--- src/rtl/core/ogru_pkg.sv ---
package ogru_pkg;

    // field widths
    localparam int FUNC_W      = 2;
    localparam int COORD_W     = 12;
    localparam int CFG_COORD_W = 10;
    localparam int CFG_DIM_W   = 11;
    localparam int CELL_W      = 8;
    localparam int COUNT_W     = 13;
    localparam int CFG_IDX_W   = 2;
    // grid limit: holds up to the largest grid side (4096)
    localparam int LIM_W       = 13;
    // Bresenham error term
    localparam int ERR_W       = 15;

    localparam int GRID_SIDE_DEF = 1024;

    // operation codes
    localparam logic [FUNC_W-1:0] FUNC_FREE = 2'd0;
    localparam logic [FUNC_W-1:0] FUNC_HIT  = 2'd1;
    localparam logic [FUNC_W-1:0] FUNC_READ = 2'd2;

    // configuration register indexes
    localparam logic [CFG_IDX_W-1:0] CFG_ORIGIN_X = 2'd0;
    localparam logic [CFG_IDX_W-1:0] CFG_ORIGIN_Y = 2'd1;
    localparam logic [CFG_IDX_W-1:0] CFG_WIDTH    = 2'd2;
    localparam logic [CFG_IDX_W-1:0] CFG_HEIGHT   = 2'd3;

    // configuration reset values
    localparam logic [CFG_COORD_W-1:0] RST_ORIGIN_X = 10'd50;
    localparam logic [CFG_COORD_W-1:0] RST_ORIGIN_Y = 10'd50;
    localparam logic [CFG_DIM_W-1:0]   RST_WIDTH    = 11'd100;
    localparam logic [CFG_DIM_W-1:0]   RST_HEIGHT   = 11'd100;

    // cell values
    localparam logic signed [CELL_W-1:0] CELL_UNKNOWN = -8'sd1;
    localparam logic signed [CELL_W-1:0] CELL_EMPTY   = 8'sd0;
    localparam logic signed [CELL_W-1:0] OCC_MAX      = 8'sd100;
    localparam logic signed [CELL_W:0]   FREE_STEP    = 9'sd5;
    localparam logic signed [CELL_W:0]   HIT_STEP     = 9'sd10;

    typedef struct packed {
        logic [CFG_DIM_W-1:0]   grid_height;
        logic [CFG_DIM_W-1:0]   grid_width;
        logic [CFG_COORD_W-1:0] ray_origin_y;
        logic [CFG_COORD_W-1:0] ray_origin_x;
    } t_cfg;

    typedef struct packed {
        logic [COORD_W-1:0] cell_y;
        logic [COORD_W-1:0] cell_x;
        logic [FUNC_W-1:0]  func;
    } t_item;

    typedef struct packed {
        logic [COUNT_W-1:0] cells_updated;
        logic [CELL_W-1:0]  cell_value;
        logic               outcome;
    } t_result;

endpackage

--- src/rtl/core/ogru_cell_update.sv ---
// Evidence update of one cell: free clears toward 0, hit raises toward 100.
module ogru_cell_update (
    input  logic                               i_is_hit,
    input  logic signed [ogru_pkg::CELL_W-1:0] i_value,
    output logic signed [ogru_pkg::CELL_W-1:0] o_value
);

    logic signed [ogru_pkg::CELL_W:0] v_ext;
    logic signed [ogru_pkg::CELL_W:0] sum;
    logic signed [ogru_pkg::CELL_W:0] occ_max_ext;

    always_comb begin
        v_ext       = {i_value[ogru_pkg::CELL_W-1], i_value};
        occ_max_ext = {ogru_pkg::OCC_MAX[ogru_pkg::CELL_W-1], ogru_pkg::OCC_MAX};
        if (i_is_hit) begin
            sum = v_ext + ogru_pkg::HIT_STEP;
            if (i_value == ogru_pkg::CELL_UNKNOWN) begin
                o_value = ogru_pkg::OCC_MAX;
            end else if (sum > occ_max_ext) begin
                o_value = ogru_pkg::OCC_MAX;
            end else begin
                o_value = sum[ogru_pkg::CELL_W-1:0];
            end
        end else begin
            sum = v_ext - ogru_pkg::FREE_STEP;
            if (i_value == ogru_pkg::CELL_UNKNOWN) begin
                o_value = ogru_pkg::CELL_EMPTY;
            end else if (sum[ogru_pkg::CELL_W]) begin
                o_value = ogru_pkg::CELL_EMPTY;
            end else begin
                o_value = sum[ogru_pkg::CELL_W-1:0];
            end
        end
    end

endmodule

--- src/rtl/core/ogru_ray_seq.sv ---
// Sequencer: clear pass, Bresenham stepper (one cell per cycle),
// read-modify-write pipeline into the grid store, endpoint readback.
module ogru_ray_seq #(
    parameter int GRID_SIDE = ogru_pkg::GRID_SIDE_DEF,
    parameter int MEM_AW    = 2 * $clog2(GRID_SIDE)
) (
    input  logic                        i_clk,
    input  logic                        i_rst_n,
    input  ogru_pkg::t_cfg              i_cfg,
    input  logic                        i_start,
    input  ogru_pkg::t_item             i_item,
    input  logic                        i_out_free,
    output logic                        o_idle,
    output logic                        o_done,
    output ogru_pkg::t_result           o_result,
    output logic                        o_mem_we,
    output logic [MEM_AW-1:0]           o_mem_waddr,
    output logic [ogru_pkg::CELL_W-1:0] o_mem_wdata,
    output logic [MEM_AW-1:0]           o_mem_raddr,
    input  logic [ogru_pkg::CELL_W-1:0] i_mem_rdata
);

    localparam int CW    = ogru_pkg::COORD_W;
    localparam int EW    = ogru_pkg::ERR_W;
    localparam int LW    = ogru_pkg::LIM_W;
    localparam int AW    = MEM_AW / 2;
    localparam logic [LW-1:0] SIDE_LIM = LW'(GRID_SIDE);
    localparam logic signed [CW-1:0] COORD_ONE = CW'(1);

    localparam logic [2:0] S_CLEAR   = 3'd0;
    localparam logic [2:0] S_IDLE    = 3'd1;
    localparam logic [2:0] S_DELTA   = 3'd2;
    localparam logic [2:0] S_SETUP   = 3'd3;
    localparam logic [2:0] S_WALK    = 3'd4;
    localparam logic [2:0] S_FLUSH   = 3'd5;
    localparam logic [2:0] S_END_RD  = 3'd6;
    localparam logic [2:0] S_END_CAP = 3'd7;

    function automatic logic f_in_grid(input logic signed [CW-1:0] x,
                                       input logic signed [CW-1:0] y,
                                       input logic [LW-1:0] wl,
                                       input logic [LW-1:0] hl);
        return !x[CW-1] && !y[CW-1] && ({1'b0, x} < wl) && ({1'b0, y} < hl);
    endfunction

    logic [2:0]                     r_state, n_state;
    logic [MEM_AW-1:0]              r_clr_addr;
    logic                           r_pend_v;
    logic [MEM_AW-1:0]              r_pend_addr;
    logic [ogru_pkg::FUNC_W-1:0]    r_func;
    logic signed [CW-1:0]           r_ex, r_ey;
    logic [CW-1:0]                  r_adx, r_ady;
    logic                           r_xmajor;
    logic signed [CW-1:0]           r_a, r_b, r_aend;
    logic                           r_dirb_pos;
    logic signed [EW-1:0]           r_d, r_inc1, r_inc2;
    logic [ogru_pkg::COUNT_W-1:0]   r_count;

    logic [LW-1:0]                  wlim, hlim;
    logic signed [CW-1:0]           ox, oy;
    logic signed [CW:0]             ddx, ddy, neg_dx, neg_dy;
    logic [CW-1:0]                  adx, ady;
    logic                           xmaj;
    logic [CW-1:0]                  major, minor;
    logic signed [EW-1:0]           twice_minor, twice_major;
    logic signed [CW-1:0]           sa0, sb0, sa1, sb1;
    logic                           swap;
    logic signed [CW-1:0]           cur_x, cur_y;
    logic                           cur_in, end_in;
    logic [MEM_AW-1:0]              cur_addr, end_addr;
    logic signed [ogru_pkg::CELL_W-1:0] upd_value;

    // grid limits, clamped to the store's side
    always_comb begin
        wlim = ({2'b00, i_cfg.grid_width} > SIDE_LIM) ? SIDE_LIM : {2'b00, i_cfg.grid_width};
        hlim = ({2'b00, i_cfg.grid_height} > SIDE_LIM) ? SIDE_LIM : {2'b00, i_cfg.grid_height};
        ox   = $signed({2'b00, i_cfg.ray_origin_x});
        oy   = $signed({2'b00, i_cfg.ray_origin_y});
    end

    // delta stage: absolute offsets
    always_comb begin
        ddx    = {r_ex[CW-1], r_ex} - {ox[CW-1], ox};
        ddy    = {r_ey[CW-1], r_ey} - {oy[CW-1], oy};
        neg_dx = -ddx;
        neg_dy = -ddy;
        adx    = ddx[CW] ? neg_dx[CW-1:0] : ddx[CW-1:0];
        ady    = ddy[CW] ? neg_dy[CW-1:0] : ddy[CW-1:0];
    end

    // setup stage: major axis, start end, error terms
    always_comb begin
        xmaj        = (r_ady <= r_adx);
        major       = xmaj ? r_adx : r_ady;
        minor       = xmaj ? r_ady : r_adx;
        twice_minor = $signed({2'b00, minor, 1'b0});
        twice_major = $signed({2'b00, major, 1'b0});
        sa0         = xmaj ? ox : oy;
        sb0         = xmaj ? oy : ox;
        sa1         = xmaj ? r_ex : r_ey;
        sb1         = xmaj ? r_ey : r_ex;
        swap        = (sa0 > sa1);
    end

    // current walk cell and endpoint
    always_comb begin
        cur_x    = r_xmajor ? r_a : r_b;
        cur_y    = r_xmajor ? r_b : r_a;
        cur_in   = f_in_grid(cur_x, cur_y, wlim, hlim);
        end_in   = f_in_grid(r_ex, r_ey, wlim, hlim);
        cur_addr = {cur_y[AW-1:0], cur_x[AW-1:0]};
        end_addr = {r_ey[AW-1:0], r_ex[AW-1:0]};
    end

    ogru_cell_update u_cell_update (
        .i_is_hit (r_func == ogru_pkg::FUNC_HIT),
        .i_value  ($signed(i_mem_rdata)),
        .o_value  (upd_value)
    );

    always_comb begin
        n_state = r_state;
        case (r_state)
            S_CLEAR: begin
                if (&r_clr_addr) n_state = S_IDLE;
            end
            S_IDLE: begin
                if (i_start) n_state = S_DELTA;
            end
            S_DELTA: n_state = S_SETUP;
            S_SETUP: begin
                case (r_func)
                    ogru_pkg::FUNC_FREE: n_state = S_WALK;
                    ogru_pkg::FUNC_HIT:  n_state = S_WALK;
                    ogru_pkg::FUNC_READ: n_state = S_END_RD;
                    default:             n_state = S_END_RD;
                endcase
            end
            S_WALK: begin
                if (r_a == r_aend) n_state = S_FLUSH;
            end
            S_FLUSH:  n_state = S_END_RD;
            S_END_RD: n_state = S_END_CAP;
            S_END_CAP: begin
                if (i_out_free) n_state = S_IDLE;
            end
            default: n_state = S_IDLE;
        endcase
    end

    always_ff @(posedge i_clk) begin
        if (!i_rst_n) begin
            r_state    <= S_CLEAR;
            r_clr_addr <= '0;
            r_pend_v   <= 1'b0;
        end else begin
            r_state  <= n_state;
            r_pend_v <= (r_state == S_WALK) && cur_in;
            if (r_state == S_CLEAR) begin
                r_clr_addr <= r_clr_addr + 1'b1;
            end
        end
    end

    always_ff @(posedge i_clk) begin
        case (r_state)
            S_IDLE: begin
                if (i_start) begin
                    r_func <= i_item.func;
                    r_ex   <= $signed(i_item.cell_x);
                    r_ey   <= $signed(i_item.cell_y);
                end
            end
            S_DELTA: begin
                r_adx <= adx;
                r_ady <= ady;
            end
            S_SETUP: begin
                r_count <= '0;
                r_d     <= twice_minor - $signed({3'b000, major});
                r_inc1  <= twice_minor;
                r_inc2  <= twice_minor - twice_major;
                if (r_func == ogru_pkg::FUNC_HIT) begin
                    // single cell at the endpoint
                    r_xmajor <= 1'b1;
                    r_a      <= r_ex;
                    r_b      <= r_ey;
                    r_aend   <= r_ex;
                end else begin
                    r_xmajor   <= xmaj;
                    r_a        <= swap ? sa1 : sa0;
                    r_b        <= swap ? sb1 : sb0;
                    r_aend     <= swap ? sa0 : sa1;
                    r_dirb_pos <= swap ? (sb0 > sb1) : (sb1 > sb0);
                end
            end
            S_WALK: begin
                r_pend_addr <= cur_addr;
                if (cur_in) begin
                    r_count <= r_count + 1'b1;
                end
                if (r_a != r_aend) begin
                    r_a <= r_a + COORD_ONE;
                    if (r_d[EW-1]) begin
                        r_d <= r_d + r_inc1;
                    end else begin
                        r_b <= r_dirb_pos ? r_b + COORD_ONE : r_b - COORD_ONE;
                        r_d <= r_d + r_inc2;
                    end
                end
            end
            default: ;
        endcase
    end

    // write port: clear pass, else the pending read-modify-write
    assign o_mem_we    = (r_state == S_CLEAR) || r_pend_v;
    assign o_mem_waddr = (r_state == S_CLEAR) ? r_clr_addr : r_pend_addr;
    assign o_mem_wdata = (r_state == S_CLEAR) ? ogru_pkg::CELL_UNKNOWN : upd_value;
    assign o_mem_raddr = (r_state == S_WALK) ? cur_addr : end_addr;

    assign o_idle = (r_state == S_IDLE);
    assign o_done = (r_state == S_END_CAP) && i_out_free;

    always_comb begin
        o_result.outcome       = !end_in;
        o_result.cell_value    = end_in ? i_mem_rdata : ogru_pkg::CELL_UNKNOWN;
        o_result.cells_updated = r_count;
    end

endmodule
--- config.mk ---
export PLATFORM = sky130hd
export DESIGN_NAME = ogru_ray_seq
export DESIGN_NICKNAME = d
export VERILOG_FILES = /design/src/rtl/core/ogru_pkg.sv /design/src/rtl/core/ogru_cell_update.sv /design/src/rtl/core/ogru_ray_seq.sv
export SDC_FILE = /design/constraint.sdc
export NUM_CORES = 1
export LEC_CHECK = 0
export ABC_AREA = 1
export ABC_CLOCK_PERIOD_IN_PS = 4100
export BUFFER_PORTS_ARGS = -buffer_cell sky130_fd_sc_hd__clkbuf_2
export CAP_MARGIN = 10
export CORE_AREA = 8 8 236 238
export CTS_CLUSTER_SIZE = 20
export DETAILED_ROUTE_END_ITERATION = 6
export DIE_AREA = 0 0 244 246
export GPL_TIMING_DRIVEN = 0
export PLACE_DENSITY = 0.5
export SYNTH_ARGS = -nofsm -noshare
export SYNTH_HDL_FRONTEND = slang
export SYNTH_SLANG_ARGS = --single-unit
export TNS_END_PERCENT = 5
--- constraint.sdc ---
create_clock -name i_clk -period 4.1 [get_ports i_clk]
set_input_delay 0.82 -clock i_clk [delete_from_list [all_inputs] [get_ports i_clk]]
set_output_delay 0.82 -clock i_clk [all_outputs]
set_load 0.1 [all_outputs]
==> results of run 1 <==
==> what timing repair did <==
item	CTS	global route
resized for setup	34	95
pin swaps	7	28
cloned	0	3
buffers inserted	9	21
setup endpoints to repair	58	72
==> cells by family (layout without fill, tap and decap cells) <==
family	count (synthesis)	after routing	share of synthesized area, %
buffers and inverters	304	528	8.05
other	0	1	0
and+or+nand+nor	921	921	25.9
xor gates and xnor gates	76	76	4.33
AOI/OAI and AO/OA	428	428	15.4
DFF	184	184	34.4
adders and majority gates	142	142	11.8
==> cells in the mapped netlist, types with 4 or more instances <==
master                       n  share of area (%)
sky130_fd_sc_hd__buf_6       6               0.44
sky130_fd_sc_hd__nand3_1   104                3.4
sky130_fd_sc_hd__clkbuf_1   37               0.90
sky130_fd_sc_hd__a21oi_1   144                4.7
sky130_fd_sc_hd__o21ai_1    51                1.7
sky130_fd_sc_hd__nand2_2     7               0.29
sky130_fd_sc_hd__xor2_1     65                3.7
sky130_fd_sc_hd__ha_1      137                 11
sky130_fd_sc_hd__xnor2_1    11               0.63
sky130_fd_sc_hd__nand2_4     4               0.29
sky130_fd_sc_hd__nand2_1   545                 13
sky130_fd_sc_hd__dfxtp_1    24                3.1
sky130_fd_sc_hd__nand4_1    30                1.2
sky130_fd_sc_hd__or2_2      15               0.61
sky130_fd_sc_hd__buf_2      11               0.36
sky130_fd_sc_hd__o211ai_1   21                1.0
sky130_fd_sc_hd__edfxtp_1  160                 31
sky130_fd_sc_hd__a31oi_1     8               0.33
sky130_fd_sc_hd__nor2_1    137                3.3
sky130_fd_sc_hd__nand3b_1   14               0.68
sky130_fd_sc_hd__o21ai_2    16               0.91
sky130_fd_sc_hd__nor4_1     12               0.49
sky130_fd_sc_hd__inv_2      11               0.27
sky130_fd_sc_hd__fa_1        5               0.65
sky130_fd_sc_hd__o311ai_0    4               0.23
sky130_fd_sc_hd__a211oi_1    5               0.24
sky130_fd_sc_hd__nor3_1     38                1.2
sky130_fd_sc_hd__o21ai_0   156                5.1
sky130_fd_sc_hd__inv_1     231                5.6
==> tightest hold or removal path, cell delays in order (launching register included) <==
cell,delay (ns)
sky130_fd_sc_hd__dfxtp_1,0.33
sky130_fd_sc_hd__inv_1,0.06
sky130_fd_sc_hd__a21oi_1,0.06
==> state kept, by name (all words and copies together) (netlist names), 13 cells and up <==
name,cells
r_clr_addr,20
r_pend_addr,20
r_d,14
r_count,13
r_inc2,13
==> per-layer routing <==
layer | vias up | GRT usage, % | part of all wire (%) | wire, um
met5 | - | 0 | 0 | 0
met4 | 0 | 8.13 | 3.4 | 1950
met3 | 87 | 3.54 | 5.3 | 3040
met2 | 411 | 30.2 | 45 | 25900
met1 | 6921 | 24.1 | 46 | 26300
li1 | 7411 | - | - | -
==> area by class of cell <==
cell class / instances / area, sq um
Clock buffer: 17 / 425
Clock inverter: 15 / 170
Multi-Input combinational cell: 1567 / 9190
Inverter: 243 / 917
Buffer: 61 / 414
Timing Repair Buffer: 192 / 1200
Sequential cell: 184 / 5290
Tap cell: 688 / 861
Antenna cell: 1 / 2.50
Fill cell: 5524 / 33600
==> report_power, final <==
| part | switching, W | internal, W | leakage (nW) |
|---|---|---|---|
| Sequential | 0.00000211 | 0.00202 | 1.61 |
| Clock | 0.000923 | 0.000828 | 0.294 |
| Combinational | 0.000264 | 0.000135 | 6.30 |
| Total | 0.00119 | 0.00298 | 8.21 |
==> how the worst max path moves through the flow <==
stage / start / depth (start not counted) / slack (ns) / to
CTS: r_adx[3]$_DFFE_PP_ / 28 / -0.00003 / r_a[0]$_DFFE_PP_
floorplan: i_cfg[33] / 11 / -0.87 / o_result[6]
global placement: r_state[2]$_SDFFE_PN0P_ / 4 / -1.09 / r_a[2]$_DFFE_PP_
global route: i_mem_rdata[1] / 13 / -0.08 / o_mem_wdata[5]
finish: r_xmajor$_SDFFCE_PP1P_ / 10 / 0.03 / r_count[12]$_SDFFCE_PN0P_
detailed placement: r_adx[9]$_DFFE_PP_ / 22 / -0.51 / r_a[0]$_DFFE_PP_
==> layout by cell type, fill, tap and decap left out, drive strengths merged, types with 4 or more instances in the layout <==
cell	count
xor2	65
clkinv	4
o211ai	24
dfxtp	24
nand3b	14
clkbuf	202
nand4	31
o311ai	4
o21ai	223
fa	5
or2	17
nand2	556
nor3	39
ha	137
edfxtp	160
nand3	108
nor2	139
inv	254
nor4	13
a211oi	5
buf	68
a21oi	145
xnor2	11
a31oi	8
==> per-stage QoR <==
step	hold WS (ns)	setup WS (ns)	cell area, sq um	utilization (%)	TNS, ns
5_1_grt	0.483	-0.0783	18500	35.5	-0.307
4_1_cts	0.458	-0.0000262	18000	34.5	-0.0000262
2_1_floorplan	0.454	-0.866	15400	-	-4.66
6_report	0.493	0.0332	18500	35.5	0
3_3_place_gp	0.479	-1.09	17000	32.6	-72.04
3_5_place_dp	0.480	-0.511	17100	32.9	-13.69
==> impl_metrics.ini, run 1 <==
[worst_setup_path]
reg2regPathDepth = 10
critPathTopFamily = compound AO/OA/AOI/OAI gates
critical_path_peak_fanout = 13
worst_path_largest_cell_delay_ns = 0.74
critical_path_arrival_ns = 4.19
cp-end-kind = register
critical_path.most_common_cell = sky130_fd_sc_hd__o21ai_0
crit_start_category = register
worst_ep_required_time_ns = 4.22
critical_path.cell_chain = clkbuf_1, inv_1, clkbuf_1, o21ai_0, ha_1, a21oi_1, o21ai_0, o21ai_0, nand3_1, nand2_1
worst-r2r-setup-slack_ns = 0.03
worst_r2r_startpoint = r_xmajor$_SDFFCE_PP1P_
critical_path.reg2reg.endpoint = r_count[12]$_SDFFCE_PN0P_
cp_slowest_cell = sky130_fd_sc_hd__o21ai_0
path_class = register to register
worst-path-buf-inv = 3

[route]
dr_total_vias = 14800
wl_per_cell_um = 19.3
drt.antenna.violating_nets = 0
wirelength_mm = 57.2
drc_markers = 0
drt-initial-drc-count = 1056
detail_route.first_pass.iterations = 5
vias_per_cell = 5.00

[logic_synthesis]
syn-mean-instance-area_sq_um = 7.47
synthesis.instances = 2055
share_of_synthesized_area_occupied_by_flip_flops_and_latches_pct = 34.4
post_synth_edffs = 160
post_syn_nets = 2277
postSynth.asyncResetShare_pct = 0
synth_seq_cells = 184
synth-main-ff-cell = sky130_fd_sc_hd__edfxtp_1
syn_area_sq_mm = 0.0154
count_of_warnings_emitted_by_yosys = 0
synth.lib_cells_used.distinct = 56

[timing]
timing_limited_maximum_frequency_mhz = 246
hold_viol = 0
finalWorstPathRequiredPeriod_ns = 4.07
setup_repair_after_global_routing_missed_its_margin = true
timing.final.max_slew_violations = 0
clock_skew_ns = 0.0152
fin_crit_sh_pct = 99.2
worst-slew-pin-transition_ns = 0.858
setup_viol = 0
relSlewSlack_pct = 42.2

[grt]
via_count_of_the_first_global_routing_pass = 14300
grt_antenna_before_repair = 0
largest_net_degree_at_the_start_of_global_routing = 28
grt_first_pass_wirelength_mm = 85.6
grt_overflow = 0
grt.total_usage_pct = 18.7

[min_path]
min_path_type = register to register
worst_hold_path.num_cells = 2
hp-start = r_clr_addr[1]$_SDFFE_PN0P_
worstHoldEndpoint = r_clr_addr[1]$_SDFFE_PN0P_

[layout]
syn2layout_area_growth_pct = 20.2
drive_gt1_share_pct = 16.1
fin_cells = 2968
fin_nets = 2488

[run]
cap_violations = 0

[placement]
gp_routability_congestion = 0.935
placed_cells = 2902
dpl.hpwl_mm = 45.7
portBuffers = 152

[floorplan]
start_util_pct = 29.5
placement_rows = 84
placeableCoreArea_sq_mm = 0.0520
die_h_um = 246
die-width_um = 244
io_pins = 153
dieArea_sq_mm = 0.0600

[clock_tree]
cts_tree = done
cts-htree-levels = 4
clkSinkCount = 184
cts_hold_buffers = 0
cts-buffers-inserted = 17
cts.reportedPaths.clkPinSlew_ns = 0.08
clock_path_buffers = 2
clock-root-buffer = sky130_fd_sc_hd__clkbuf_16
clkLatencyLatePin_ns = 0.49

[power_and_ir_drop]
irDropWorstVdd_mv = 0.333
finalPower_w = 0.00417
p_leak_nw = 8.21
power_density_mw_per_mm2 = 226

[run_status]
status = finished, final reports clean
Power figures use the tool's default switching activity.
==> run 2: changes to the inputs <==
--- a/config.mk
+++ b/config.mk
@@ -9,13 +9,14 @@
 export ABC_CLOCK_PERIOD_IN_PS = 4100
 export BUFFER_PORTS_ARGS = -buffer_cell sky130_fd_sc_hd__clkbuf_2
 export CAP_MARGIN = 10
-export CORE_AREA = 8 8 236 238
+export CORE_AREA = 8 8 235 237
 export CTS_CLUSTER_SIZE = 20
 export DETAILED_ROUTE_END_ITERATION = 6
-export DIE_AREA = 0 0 244 246
+export DIE_AREA = 0 0 243 245
 export GPL_TIMING_DRIVEN = 0
 export PLACE_DENSITY = 0.5
 export SYNTH_ARGS = -nofsm -noshare
 export SYNTH_HDL_FRONTEND = slang
+export SYNTH_HIERARCHICAL = 1
 export SYNTH_SLANG_ARGS = --single-unit
 export TNS_END_PERCENT = 5
==> impl_metrics.ini, run 2 <==
[route]
drc_markers = 0
detail_route.first_pass.iterations = 5
vias_per_cell = 4.98
wirelength_mm = 55.6
drt-initial-drc-count = 1083
top_signal_layer_used = met4
drt.antenna.violating_nets = 0
routed-wl-met3_mm = 3.26
met2_routed_wirelength_mm = 25.3
drt-met1-wl_mm = 25.7
wl_per_cell_um = 18.7
dr_total_vias = 14800

[floorplan]
placement_rows = 84
start_util_pct = 29.6
dieArea_sq_mm = 0.0595
placeableCoreArea_sq_mm = 0.0517
io_pins = 153
die_h_um = 245
die-width_um = 243

[timing]
clock_skew_ns = 0.0150
worst-slew-pin-transition_ns = 0.961
post-route-worst-setup-slack_ns = -0.0283
relSlewSlack_pct = 35.3
setup_viol = 4
setup_repair_after_global_routing_missed_its_margin = true
hold-worst-slack_ns = 0.501
finalWorstPathRequiredPeriod_ns = 4.13
timing.final.max_slew_violations = 0
timing_limited_maximum_frequency_mhz = 242
hold_viol = 0
fin_crit_sh_pct = 101

[logic_synthesis]
synthesis.instances = 2057
count_of_warnings_emitted_by_yosys = 6
syn_area_sq_mm = 0.0153
share_of_synthesized_area_occupied_by_flip_flops_and_latches_pct = 34.5
post_syn_nets = 2279
synth_seq_cells = 184
postSynth.asyncResetShare_pct = 0
netlist.area_leader.share_pct = 31.4
synth_top_cells_by_area = sky130_fd_sc_hd__edfxtp_1 31%, sky130_fd_sc_hd__nand2_1 13%, sky130_fd_sc_hd__ha_1 11%, sky130_fd_sc_hd__inv_1 5.3%, sky130_fd_sc_hd__a21oi_1 4.9%
synthMostInstantiatedCell = sky130_fd_sc_hd__nand2_1
synth-main-ff-cell = sky130_fd_sc_hd__edfxtp_1
post_synth_edffs = 160
yosysTopAreaCell = sky130_fd_sc_hd__edfxtp_1
syn-mean-instance-area_sq_um = 7.45
synth.lib_cells_used.distinct = 53
netlist_top_cells_count = 550 x sky130_fd_sc_hd__nand2_1, 216 x sky130_fd_sc_hd__inv_1, 160 x sky130_fd_sc_hd__edfxtp_1

[placement]
placed_cells = 2900
gp_routability_congestion = 0.919
pre_cts_slack_ns = -0.370
dpl.hpwl_mm = 44.2
portBuffers = 151

[worst_setup_path]
critical_path.cell_chain = clkbuf_2, nor2_1, nand3_1, o21ai_4, nand2_2, ha_1, a21oi_1, nand3b_1, a21oi_1, nor4_4, buf_6, nand3_4, or2_2, buf_8
critical_path_arrival_ns = 3.31
path_class = input pin to primary output
reg2regPathDepth = 25
worst_ep_required_time_ns = 3.28
cp-end-kind = primary output
crit_start_category = input pin
worst_r2r_startpoint = r_ady[8]$_DFFE_PP_
cp_slowest_cell = sky130_fd_sc_hd__nor4_4
worst-path-buf-inv = 3
critical_path_peak_fanout = 6
critical_path.most_common_cell = sky130_fd_sc_hd__a21oi_1
worst-r2r-setup-slack_ns = 0.07
critPathTopFamily = simple AND/OR/NAND/NOR gates
worst_path_largest_cell_delay_ns = 0.35
critical_path.reg2reg.endpoint = r_b[3]$_DFFE_PP_

[power_and_ir_drop]
irDropWorstVdd_mv = 0.331
p_leak_nw = 8.15
power_density_mw_per_mm2 = 219

[layout]
drive_gt1_share_pct = 17.8
n_fill_cell = 5513
mostFrequentLayoutCells = 536 x sky130_fd_sc_hd__nand2_1, 207 x sky130_fd_sc_hd__inv_1, 160 x sky130_fd_sc_hd__edfxtp_1
antenna_cells_inserted = 0
final_common_cell = sky130_fd_sc_hd__nand2_1
top_regs = r_clr_addr (20), r_pend_addr (20), r_d (14)
syn2layout_area_growth_pct = 20.3
fin_cells = 2974
fin_nets = 2495

[clock_tree]
clock_path_buffers = 2
clkLatencyLatePin_ns = 0.49
clock-root-buffer = sky130_fd_sc_hd__clkbuf_16
clkSinkCount = 184
cts.reportedPaths.clkPinSlew_ns = 0.08
cts_tree = done
cts-htree-levels = 4
cts-buffers-inserted = 17

[grt]
grt_antenna_before_repair = 1
via_count_of_the_first_global_routing_pass = 14300
grt.total_usage_pct = 18.1
grt_overflow = 0
grt_first_pass_wirelength_mm = 83.6
largest_net_degree_at_the_start_of_global_routing = 27

[min_path]
hp-start = r_clr_addr[8]$_SDFFE_PN0P_
min_path_type = register to register
worst_hold_path.num_cells = 2
worstHoldEndpoint = r_clr_addr[8]$_SDFFE_PN0P_

[run_status]
failed_checks = setup timing
status = finished, violations left

[run]
cap_violations = 0
run 2: changes by cell type in the layout (fill, tap and decap cells not counted), sizes merged, moves of 7 or more:
cell    change
buf        +14
inv        -16
a21oi       +9
xor2       -15
xnor2       +7
nand2      +16
clkbuf     -13
run 2: worst max path at each step:
stage	from	end	cells past startpoint
after floorplan	i_cfg[22]	o_result[1]	11
after global placement	r_state[2]$_SDFFE_PN0P_	o_mem_raddr[19]	8
after detailed placement	r_adx[11]$_DFFE_PP_	r_b[2]$_DFFE_PP_	27
after CTS	r_adx[5]$_DFFE_PP_	r_b[1]$_DFFE_PP_	26
after global routing	r_ady[8]$_DFFE_PP_	r_b[7]$_DFFE_PP_	26
final	i_cfg[35]	o_result[6]	14
run 2: logic make-up (layout without fill, tap and decap cells):
kind of cell / count (synthesis) / after routing / share of synthesized area [%]
simple gates: 939 / 940 / 26.5
compound gates: 431 / 432 / 15.5
buf+inv: 293 / 520 / 7.68
flops: 184 / 184 / 34.5
fa+ha+maj: 142 / 142 / 11.8
xor+xnor: 68 / 68 / 3.99
run 2: metrics by stage:
step	power (W)	cell area, sq um	utilization, %	setup TNS, ns
after floorplan	0.00232	15300	-	-0.564
after global placement	0.00244	17000	32.8	-40.11
after detailed placement	0.00245	17000	33.0	-11.82
after CTS	0.00407	17700	34.3	-0.472
after global routing	0.00420	18400	35.6	-0.904
final	0.00404	18400	35.6	-0.0760
run 2: repair_timing:
action,CTS,global route
setup buffers,0,42
cloned,0,2
setup endpoints to repair,65,62
pin swaps,2,43
hold buffers,0,0
resized for setup,38,111
run 2: cell type report:
class	instances	area, sq um	area share [%]
tap	688	861	4.67
clock inverter	15	121	0.659
multi-input combinational	1582	9250	50.2
timing repair buffer	197	1230	6.69
clock buffer	17	425	2.31
sequential	184	5290	28.7
buffer	57	359	1.95
inverter	234	893	4.85
run 2: per-layer routing:
layer | up-vias | track usage [%]
met5 | - | 0
met4 | 0 | 5.34
met3 | 64 | 3.75
met2 | 425 | 29.1
met1 | 6921 | 24.2
li1 | 7402 | -
run 2: report_power, final:
part / total [W] / internal (W) / switching (W)
sequential: 0.00202 / 0.00202 / 0.00000221
clock: 0.00161 / 0.000786 / 0.000822
combinational: 0.000405 / 0.000142 / 0.000263
total: 0.00403 / 0.00295 / 0.00109
run 2: worst min-delay path: cells and delay by family, from the launching register on:
| family | cells | cell delay [ns] |
|---|---|---|
| AO/OA/AOI/OAI | 1 | 0.06 |
| flip-flops | 1 | 0.32 |
| buffers and inverters | 1 | 0.08 |
==> run 3: changes to the inputs <==
--- a/config.mk
+++ b/config.mk
@@ -5,16 +5,14 @@
 export SDC_FILE = /design/constraint.sdc
 export NUM_CORES = 1
 export LEC_CHECK = 0
-export ABC_AREA = 1
 export ABC_CLOCK_PERIOD_IN_PS = 4100
 export BUFFER_PORTS_ARGS = -buffer_cell sky130_fd_sc_hd__clkbuf_2
 export CAP_MARGIN = 10
-export CORE_AREA = 8 8 235 237
+export CORE_AREA = 8 8 233 235
 export CTS_CLUSTER_SIZE = 20
 export DETAILED_ROUTE_END_ITERATION = 6
-export DIE_AREA = 0 0 243 245
+export DIE_AREA = 0 0 241 243
 export GPL_TIMING_DRIVEN = 0
-export PLACE_DENSITY = 0.5
 export SYNTH_ARGS = -nofsm -noshare
 export SYNTH_HDL_FRONTEND = slang
 export SYNTH_HIERARCHICAL = 1
==> impl_metrics.ini, run 3 <==
[clock_tree]
clkLatencyLatePin_ns = 0.47
clock_path_buffers = 2
cts-buffers-inserted = 17
cts_hold_buffers = 0
cts-htree-levels = 4
cts.reportedPaths.clkPinSlew_ns = 0.08
clkSinkCount = 184
cts_tree = done
clock-root-buffer = sky130_fd_sc_hd__clkbuf_16

[worst_setup_path]
critPathTopFamily = compound AO/OA/AOI/OAI gates
critical_path_arrival_ns = 4.94
critical_path_peak_fanout = 10
cp-end-kind = register
critical_path.cell_chain = inv_2, ha_4, and3_4, a221o_1, a311o_1, buf_6, o21a_4, buf_8, mux2i_4, ha_4, nor2b_2, o21a_1, o21a_1, o21bai_1, a31oi_2, a21oi_2, mux2_4, clkbuf_8, o211ai_1, a31oi_1
worst-path-buf-inv = 4
reg2regPathDepth = 20
crit_start_category = register
path_class = register to register
worst_path_largest_cell_delay_ns = 0.42
critical_path_depth = 20
cp_slowest_cell = sky130_fd_sc_hd__edfxtp_1
worst_ep_required_time_ns = 4.27

[layout]
multiInputGateArea_sq_mm = 0.00937
top_regs = r_clr_addr (20), r_pend_addr (20), r_d (14)
syn2layout_area_growth_pct = 23.1
antenna_cells_inserted = 0
final_common_cell = sky130_fd_sc_hd__nand2_1
fin_nets = 2088
n_fill_cell = 5197
register_area_sq_mm = 0.00529
mostFrequentLayoutCells = 178 x sky130_fd_sc_hd__nand2_1, 160 x sky130_fd_sc_hd__edfxtp_1, 146 x sky130_fd_sc_hd__nor2_1
drive_gt1_share_pct = 24.1
final_std_cell_area_no_fill_sq_mm = 0.0184

[timing]
hold_viol = 0
post-route-worst-setup-slack_ns = -0.661
relSlewSlack_pct = 24.7
worst-slew-pin-transition_ns = 1.13
clock_skew_ns = 0.0156
timing.final.max_slew_violations = 0
fin_crit_sh_pct = 116
hold-worst-slack_ns = 0.521
setup_repair_after_global_routing_missed_its_margin = true
finalWorstPathRequiredPeriod_ns = 4.76
timing_limited_maximum_frequency_mhz = 210
setup_viol = 54

[run_status]
failed_checks = setup timing
status = finished, violations left

[route]
wirelength_mm = 50.4
vias_per_cell = 5.26
drt-initial-drc-count = 936
drt.antenna.violating_nets = 0
drc_markers = 0
wl_per_cell_um = 19.7
detail_route.first_pass.iterations = 5
dr_total_vias = 13500

[floorplan]
placement_rows = 83
die_h_um = 243
dieArea_sq_mm = 0.0586
placeableCoreArea_sq_mm = 0.0507
start_util_pct = 29.5
io_pins = 153
die-width_um = 241

[logic_synthesis]
post_syn_nets = 1868
yosysTopAreaCell = sky130_fd_sc_hd__edfxtp_1
syn-mean-instance-area_sq_um = 9.07
synth.lib_cells_used.distinct = 80
netlist.area_leader.share_pct = 32.2
share_of_synthesized_area_occupied_by_flip_flops_and_latches_pct = 35.4
synth_seq_cells = 184
postSynth.asyncResetShare_pct = 0
post_synth_edffs = 160
synth_top_cells_by_area = sky130_fd_sc_hd__edfxtp_1 32%, sky130_fd_sc_hd__ha_1 11%, sky130_fd_sc_hd__mux2_2 5.3%, sky130_fd_sc_hd__nand2_1 4.6%, sky130_fd_sc_hd__xor2_1 3.9%
synthesis.instances = 1646
synth-main-ff-cell = sky130_fd_sc_hd__edfxtp_1
synthMostInstantiatedCell = sky130_fd_sc_hd__nand2_1
count_of_warnings_emitted_by_yosys = 6
netlist_top_cells_count = 182 x sky130_fd_sc_hd__nand2_1, 160 x sky130_fd_sc_hd__edfxtp_1, 149 x sky130_fd_sc_hd__nor2_1
syn_area_sq_mm = 0.0149

[placement]
gp_routability_congestion = 0.934
portBuffers = 152
placed_area_sq_mm = 0.0167
dpl.hpwl_mm = 39.1

[power_and_ir_drop]
p_switching_w = 0.00110
power.switching_fraction_pct = 26.8
sequential_fraction_of_design_power_pct = 49.4
irDropWorstVdd_mv = 0.314
comb_power_share_pct = 10.2
power.clock.fraction_pct = 40.4
p_leak_nw = 7.51
power_density_mw_per_mm2 = 223
cellInternalPower_w = 0.00300

[grt]
gr-usage-met2_pct = 27.3
grt_overflow = 0
global_route.usage.met3_pct = 3.31
grt_antenna_before_repair = 0
grt.total_usage_pct = 16.9
grt_first_pass_wirelength_mm = 76.9
gr-max-usage-layer = met2
via_count_of_the_first_global_routing_pass = 13300
grt_met1_usage_pct = 22.1
largest_net_degree_at_the_start_of_global_routing = 39

[run]
cap_violations = 0

[min_path]
worst_hold_path.num_cells = 1
min_path_type = input pin to register
## run 3: cell types whose count changed in the layout (fill, tap and decap cells not counted), sizes merged, moves of 46 or more
cell and change:
a21oi -46, o21ai -113, nand3 -83, inv -138, nand2 -390, mux2 +70
## run 3: path summary, 6_finish.rpt
kind                                             startpoint  slack (ns)                          end
worst max-delay path                     r_adx[3]$_DFFE_PP_       -0.66             r_b[3]$_DFFE_PP_
worst min register to register  r_clr_addr[19]$_SDFFE_PN0P_        0.53  r_clr_addr[19]$_SDFFE_PN0P_
worst min-delay path                             i_item[12]        0.52           r_ex[10]$_DFFE_PP_
worst max register to register           r_adx[3]$_DFFE_PP_       -0.66             r_b[3]$_DFFE_PP_
## run 3: cells by family (layout without fill, tap and decap cells)
kind of cell | count (synthesis) | in the layout | synth area share [%]
multiplexers | 95 | 95 | 6.95
adder cells (fa/ha/maj) | 142 | 142 | 12.1
buffers and inverters | 165 | 398 | 4.39
XOR/XNOR | 122 | 122 | 7.16
AND/OR/NAND/NOR | 537 | 537 | 16.7
AO/OA/AOI/OAI | 401 | 401 | 17.2
flip-flops | 184 | 184 | 35.4
## run 3: routing by layer
layer / vias up / part of all wire (%)
met5: - / 0
met4: 0 / 3.0
met3: 87 / 7.0
met2: 493 / 46
met1: 6465 / 44
li1: 6416 / -
## run 3: through the flow
step / setup slack, ns / TNS (ns) / util [%] / total power [W] / cells
final: -0.661 / -20.02 / 36.3 / 0.00409 / 2559
after global routing: -0.728 / -27.37 / 36.3 / 0.00423 / 2559
after global placement: -1.95 / -94.79 / 32.8 / 0.00245 / 2478
after CTS: -0.534 / -16.55 / 35.9 / 0.00412 / 2554
after detailed placement: -2.03 / -97.35 / 32.9 / 0.00246 / 2482
after floorplan: -0.890 / -37.58 / - / 0.00233 / 1646
## run 3: timing repair
item                                    CTS  global route
gates cloned                              1             0
pin swaps                                43            18
endpoints found under the setup margin   86            91
buffers inserted                         40             6
resized for setup                       182            48
## run 3: final cells by class
| cell class | count | share of cell area [%] |
|---|---|---|
| Multi-Input combinational cell | 1297 | 51.0 |
| Sequential cell | 184 | 28.8 |
| Timing Repair Buffer | 203 | 7.44 |
| Tap cell | 680 | 4.63 |
| Buffer | 68 | 3.03 |
| Clock buffer | 17 | 2.31 |
| Inverter | 95 | 2.01 |
| Clock inverter | 15 | 0.858 |
## run 3: power by group through the flow
| stage | sequential [W] | clock [W] | combinational, W |
|---|---|---|---|
| floorplan | 0.00206 | 0 | 0.000265 |
| global placement | 0.00207 | 0 | 0.000387 |
| detailed placement | 0.00207 | 0 | 0.000393 |
| CTS | 0.00202 | 0.00169 | 0.000408 |
| global route | 0.00202 | 0.00175 | 0.000460 |
| finish | 0.00202 | 0.00165 | 0.000418 |
